===== src/hdl/page_frame_allocation_table_macros.svh =====
// Assertion macros for the frame allocation table.
// Both expect clk and rst_n in scope at the point of use.
`ifndef PAGE_FRAME_ALLOCATION_TABLE_MACROS_SVH
`define PAGE_FRAME_ALLOCATION_TABLE_MACROS_SVH

// Consequent checked in the same cycle.
`define PFAT_ASSERT_SAME(label, ante, cons, msg) \
    label: assert property (@(posedge clk) disable iff (!rst_n) (ante) |-> (cons)) \
        else $error(msg);

// Consequent checked in the cycle after the antecedent.
`define PFAT_ASSERT_NEXT(label, ante, cons, msg) \
    label: assert property (@(posedge clk) disable iff (!rst_n) (ante) |=> (cons)) \
        else $error(msg);

`endif


===== src/hdl/pfat_pkg.sv =====
// Shared sizes, codes and controller/datapath bundles for the frame allocation table.
// No dependencies.
package pfat_pkg;

    localparam int MAX_FRAMES    = 128;
    localparam int MAX_PROCESSES = 64;
    localparam int MAX_PAGES     = 64;
    localparam int TABLE_SIZE    = MAX_PROCESSES * MAX_PAGES;

    localparam int OP_W       = 2;
    localparam int PID_W      = 6;
    localparam int PAGE_W     = 6;
    localparam int FNO_W      = 7;
    localparam int PCOUNT_W   = 7;
    localparam int STATUS_W   = 3;
    localparam int FREE_OUT_W = 8;
    localparam int CFG_W      = 8;

    localparam int FRAME_AW = $clog2(MAX_FRAMES);
    localparam int FREE_W   = $clog2(MAX_FRAMES + 1);
    localparam int PROC_AW  = (MAX_PROCESSES > 1) ? $clog2(MAX_PROCESSES) : 1;
    localparam int PAGE_AW  = (MAX_PAGES > 1) ? $clog2(MAX_PAGES) : 1;
    localparam int TBL_AW   = (TABLE_SIZE > 1) ? $clog2(TABLE_SIZE) : 1;
    localparam int SWEEP_W  = (TBL_AW > FRAME_AW) ? TBL_AW : FRAME_AW;
    localparam int FC_RESET = (128 > MAX_FRAMES) ? MAX_FRAMES : 128;

    localparam logic [OP_W-1:0] OP_DECLARE  = 2'd0;
    localparam logic [OP_W-1:0] OP_ALLOCATE = 2'd1;
    localparam logic [OP_W-1:0] OP_RELEASE  = 2'd2;
    localparam logic [OP_W-1:0] OP_READ     = 2'd3;

    localparam logic [STATUS_W-1:0] ST_OK          = 3'd0;
    localparam logic [STATUS_W-1:0] ST_FRAME_RANGE = 3'd1;
    localparam logic [STATUS_W-1:0] ST_FRAME_BUSY  = 3'd2;
    localparam logic [STATUS_W-1:0] ST_TOO_LARGE   = 3'd3;
    localparam logic [STATUS_W-1:0] ST_BAD_INDEX   = 3'd4;

    typedef struct packed {
        logic clr_step;
        logic sweep_clr;
        logic rc_start;
        logic rc_step;
        logic accept;
        logic ent_rd;
        logic rel_step;
        logic finish;
    } pfat_cmd_t;

    typedef struct packed {
        logic            clr_last;
        logic            rc_last;
        logic            rc_pending;
        logic            bad_pid;
        logic [OP_W-1:0] op;
        logic            decl_big;
        logic            page_bad;
        logic            cursor_last;
        logic            out_free;
    } pfat_stat_t;

endpackage


===== src/hdl/pfat_ctrl.sv =====
// Sequencer of the frame allocation table: clear pass, recount, request steps.
// Depends on pfat_pkg for the command and status bundles.
module pfat_ctrl (
    input  logic                 clk,
    input  logic                 rst_n,
    input  logic                 cfg_we,
    input  logic                 in_valid,
    output logic                 in_ready,
    input  pfat_pkg::pfat_stat_t stat,
    output pfat_pkg::pfat_cmd_t  cmd
);
    import pfat_pkg::*;

    typedef enum logic [2:0] {
        S_CLEAR,
        S_IDLE,
        S_RECOUNT,
        S_DECIDE,
        S_REL,
        S_DRAIN,
        S_FINISH
    } state_t;

    state_t state_reg;
    state_t state_next;

    always_comb
    begin
        state_next = state_reg;
        cmd        = '0;
        in_ready   = 1'b0;
        unique case (state_reg)
            S_CLEAR:
            begin
                cmd.clr_step = 1'b1;
                if (stat.clr_last)
                begin
                    cmd.sweep_clr = 1'b1;
                    state_next    = S_IDLE;
                end
            end
            S_IDLE:
            begin
                if (stat.rc_pending)
                begin
                    cmd.rc_start = 1'b1;
                    state_next   = S_RECOUNT;
                end
                else
                begin
                    // hold off a request that collides with a register write
                    in_ready = !cfg_we;
                    if (in_valid && !cfg_we)
                    begin
                        cmd.accept = 1'b1;
                        state_next = S_DECIDE;
                    end
                end
            end
            S_RECOUNT:
            begin
                cmd.rc_step = 1'b1;
                if (stat.rc_last)
                begin
                    cmd.sweep_clr = 1'b1;
                    state_next    = S_IDLE;
                end
            end
            S_DECIDE:
            begin
                priority if (stat.bad_pid)
                begin
                    state_next = S_FINISH;
                end
                else if (stat.op == OP_DECLARE && stat.decl_big)
                begin
                    state_next = S_FINISH;
                end
                else if (stat.op == OP_DECLARE || stat.op == OP_RELEASE)
                begin
                    state_next = S_REL;
                end
                else if (stat.page_bad)
                begin
                    state_next = S_FINISH;
                end
                else
                begin
                    cmd.ent_rd = 1'b1;
                    state_next = S_FINISH;
                end
            end
            S_REL:
            begin
                cmd.rel_step = 1'b1;
                if (stat.cursor_last)
                begin
                    state_next = S_DRAIN;
                end
            end
            S_DRAIN:
            begin
                state_next = S_FINISH;
            end
            S_FINISH:
            begin
                if (stat.out_free)
                begin
                    cmd.finish = 1'b1;
                    state_next = S_IDLE;
                end
            end
            default:
            begin
                state_next = S_IDLE;
            end
        endcase
    end

    always_ff @(posedge clk or negedge rst_n)
    begin
        if (!rst_n)
        begin
            state_reg <= S_CLEAR;
        end
        else
        begin
            state_reg <= state_next;
        end
    end

endmodule


===== config.mk =====
export PLATFORM = sky130hd
export DESIGN_NAME = pfat_ctrl
export DESIGN_NICKNAME = d
export VERILOG_FILES = /design/src/hdl/page_frame_allocation_table_macros.svh /design/src/hdl/pfat_pkg.sv /design/src/hdl/pfat_ctrl.sv
export SDC_FILE = /design/constraint.sdc
export NUM_CORES = 1
export LEC_CHECK = 0
export BUFFER_PORTS_ARGS = -buffer_cell sky130_fd_sc_hd__buf_2
export CORE_AREA = 8 8 45 47
export DETAILED_ROUTE_END_ITERATION = 8
export DIE_AREA = 0 0 53 55
export PLACE_DENSITY = 0.55
export SLEW_MARGIN = 20
export SYNTH_ARGS = -nofsm -noshare
export SYNTH_HDL_FRONTEND = slang
export SYNTH_SLANG_ARGS = --single-unit

===== constraint.sdc =====
create_clock -name clk -period 1.5 [get_ports clk]
set_clock_uncertainty 0.15 [all_clocks]
set_input_delay 0.15 -clock clk [delete_from_list [all_inputs] [get_ports clk]]
set_output_delay 0.15 -clock clk [all_outputs]
set_load 0.02 [all_outputs]

==> run summary <==
# DRC = 0
WL/cell = 11.57 µm
grt met2 use = 9.375%
fin nets = 83
Yosys reg bits = 3
vias in the first global route = 386
M1 GR Usage = 7.295%
num rows = 14
DR vias = 377
reg2reg setup slack = 0.06 ns
unrepaired setup endpoints after global routing = yes
P_int = 590.9 µW
I/O pin count = 23
DP HPWL = 743.8 µm
r2r startpoint = state_reg[1]
CTS root buf = clkbuf_4
leakage = 0.2674 nW
total track usage = 7.596%
maximum vdd drop = 1077 µV
fin. max-slew vios = 0
sequential area share after synthesis = 26.67%
Worst Hold End = state_reg[0]
Cell variety after synth = 21
antenna violations before repair = 0
HP Class = in2reg
register area = 78.83 µm²
Routed Antenna Nets = 0
Worst EP arrival = 1.23 ns
data required time of the worst path = 1.20 ns
CTS Buffer Depth = 2
critical path class = reg2out
outcome = finished with violations
cell count of the worst hold path = 3
crit path setup slack, layout = -0.02565 ns
CORE AREA = 1384 µm²
Fillers = 150
die area = 2915 µm²
Mapped Cells = 37
Die Span X = 53 µm
max_cap viols = 0
Slew @ Worst Pin = 0.2874 ns
Comb pwr share = 64.8%
Final Cycle Share = 101.7%
Hold WS = 0.04971 ns
Synthesized Nets = 51
starting density of the core = 20.34%
final setup violation count = 2
CTS H-tree lvls = 1
final hold violations = 0
Crit Path Max Fanout = 5
Clock Latency Late Sink = 0.24 ns
Worst Hold Launch = stat[7]
share of cells above drive strength 1 = 61.76%
routing usage on met3 = 5.080%
cts bufs inserted = 3
grt ovf = 0
Top Usage Layer GRT = met4
worst relative slew slack = 80.29%
FF-to-FF path depth = 4
clock sink total = 3
violated checks = negative setup slack
Mean Syn Cell Area = 7.609 µm²
largest net degree at the start of global routing = 11
final wirelength = 972 µm
CP endpoint kind = output pin
NetSw = 463.3 µW
critical path startpoint category = register
area grow syn2layout = 93.78%
DRT Pass-1 Iters = 2
PwrDens = 1933 nW/µm²
Multi-input gate area = 235.2 µm²
number of flip-flops in the largest register = 3
yosys warns = 0
PortBufs = 22
CTS tree = yes
Clock Power Share = 13.5%
height of the die = 55 µm
vias per std cell = 4.488
initial DRC count = 1
Fmax achieved = 655.5 MHz
first-pass GRT wire length = 1476 µm
clk slew on worst S/H paths = 0.04 ns
sequential share of power = 21.7%
post-layout util = 39.42%
shortest period the worst path allows = 1.526 ns
Final GP Congestion = 0.8301
# diodes = 0
Post-Syn Area = 281.5 µm²
FF-to-FF End = state_reg[1]
Net Sw Frac = 43.95%
## layout by cell type (no fill, tap or decap)
cell	synthesis	final
a21oi_1	2	2
a22o_1	1	1
a32o_1	1	1
and3_1	1	1
buf_2	1	17
buf_4	0	10
buf_6	1	1
clkbuf_1	0	1
clkbuf_4	0	3
dfrtp_2	0	3
dlygate4sd3_1	0	1
inv_1	1	1
mux2_2	1	1
mux2i_1	1	1
nand2_1	3	3
nand2b_1	4	2
nand2b_4	0	2
nand3_1	1	1
nand3b_1	1	1
nand4b_1	1	1
nor2_1	8	6
nor2_2	0	1
nor2_4	0	1
nor3_2	0	1
nor4_2	0	1
o21ai_0	2	2
o2bb2ai_4	0	1
or3_1	1	1
## metal layers
layer | vias to the layer above | wire length (µm) | part of all wire [%]
met1 | 159 | 443 | 46
met4 | 0 | 57 | 5.9
met5 | - | 0 | 0
li1 | 191 | - | -
met2 | 23 | 375 | 39
met3 | 4 | 95 | 9.8
## worst max-delay path by stage
| stage | from | to | slack, ns |
|---|---|---|---|
| after floorplan | state_reg[2] | cmd[6] | -0.05 |
| after global placement | state_reg[1] | state_reg[1] | 0.07 |
| after detailed placement | state_reg[1] | state_reg[1] | 0.06 |
| after CTS | state_reg[2] | cmd[2] | -0.04 |
| after global routing | state_reg[2] | cmd[2] | -0.07 |
| final | state_reg[2] | cmd[2] | -0.03 |
## Yosys cell counts, drive strengths merged
cell type / number / area share [%]
nor2: 8 / 11
or3: 1 / 2.2
nand4b: 1 / 3.1
nor3: 1 / 1.8
inv: 1 / 1.3
mux2i: 1 / 3.6
nand2b: 4 / 8.9
o21ai: 2 / 3.6
a32o: 1 / 3.6
buf: 2 / 5.8
a21oi: 2 / 3.6
nand3b: 1 / 2.7
and3: 1 / 2.2
nand3: 1 / 1.8
dfrtp: 3 / 27
o2bb2ai: 1 / 5.3
mux2: 1 / 4.0
nand2: 3 / 4.0
a22o: 1 / 3.1
nor4: 1 / 2.2
## kinds of logic after synthesis
kind of cell           synth area share, %
AND/OR/NAND/NOR                      39.56
AO/OA/AOI/OAI                        19.11
flip-flops                           26.67
buffers and inverters                7.108
multiplexers                         7.555
## metrics by stage
step	power, mW	setup slack [ns]	cells	TNS (ns)	cell area, µm²
final	1.054	-0.02565	84	-0.03072	545.5
after global routing	1.131	-0.07249	84	-0.2300	545.5
after CTS	0.9718	-0.04158	83	-0.07566	508.0
after detailed placement	0.6732	0.06005	74	0	414.1
after global placement	0.6803	0.06744	74	0	414.1
after floorplan	0.5611	-0.04605	37	-0.04605	292.8
## timing repair
item | CTS | global route
pin swaps | 1 | 2
resized for setup | 10 | 5
hold buffers | 1 | 0
setup endpoints to repair | 8 | 8
hold endpoints to repair | 3 | 0
buffers inserted | 4 | 1
## cell type report
class                           count  share of cell area (%)
Inverter                            1                  0.6881
Timing Repair Buffer               29                   33.26
Sequential cell                     3                   14.45
Tap cell                           16                   3.670
Multi-Input combinational cell     31                   43.12
Clock buffer                        4                   4.817
## critical path: stages, from the launching register on
cell      delay (ns)
dfrtp_2         0.43
nand2b_4        0.17
nor4_2          0.21
buf_4           0.18
## power groups by stage
stage	Clock [mW]	Combinational [mW]	Sequential, mW
4_1_cts	0.149	0.596	0.227
2_1_floorplan	0	0.403	0.158
6_report	0.142	0.683	0.229
5_1_grt	0.156	0.739	0.235
3_5_place_dp	0	0.447	0.227
3_3_place_gp	0	0.453	0.228
Power figures use the tool's default switching activity.
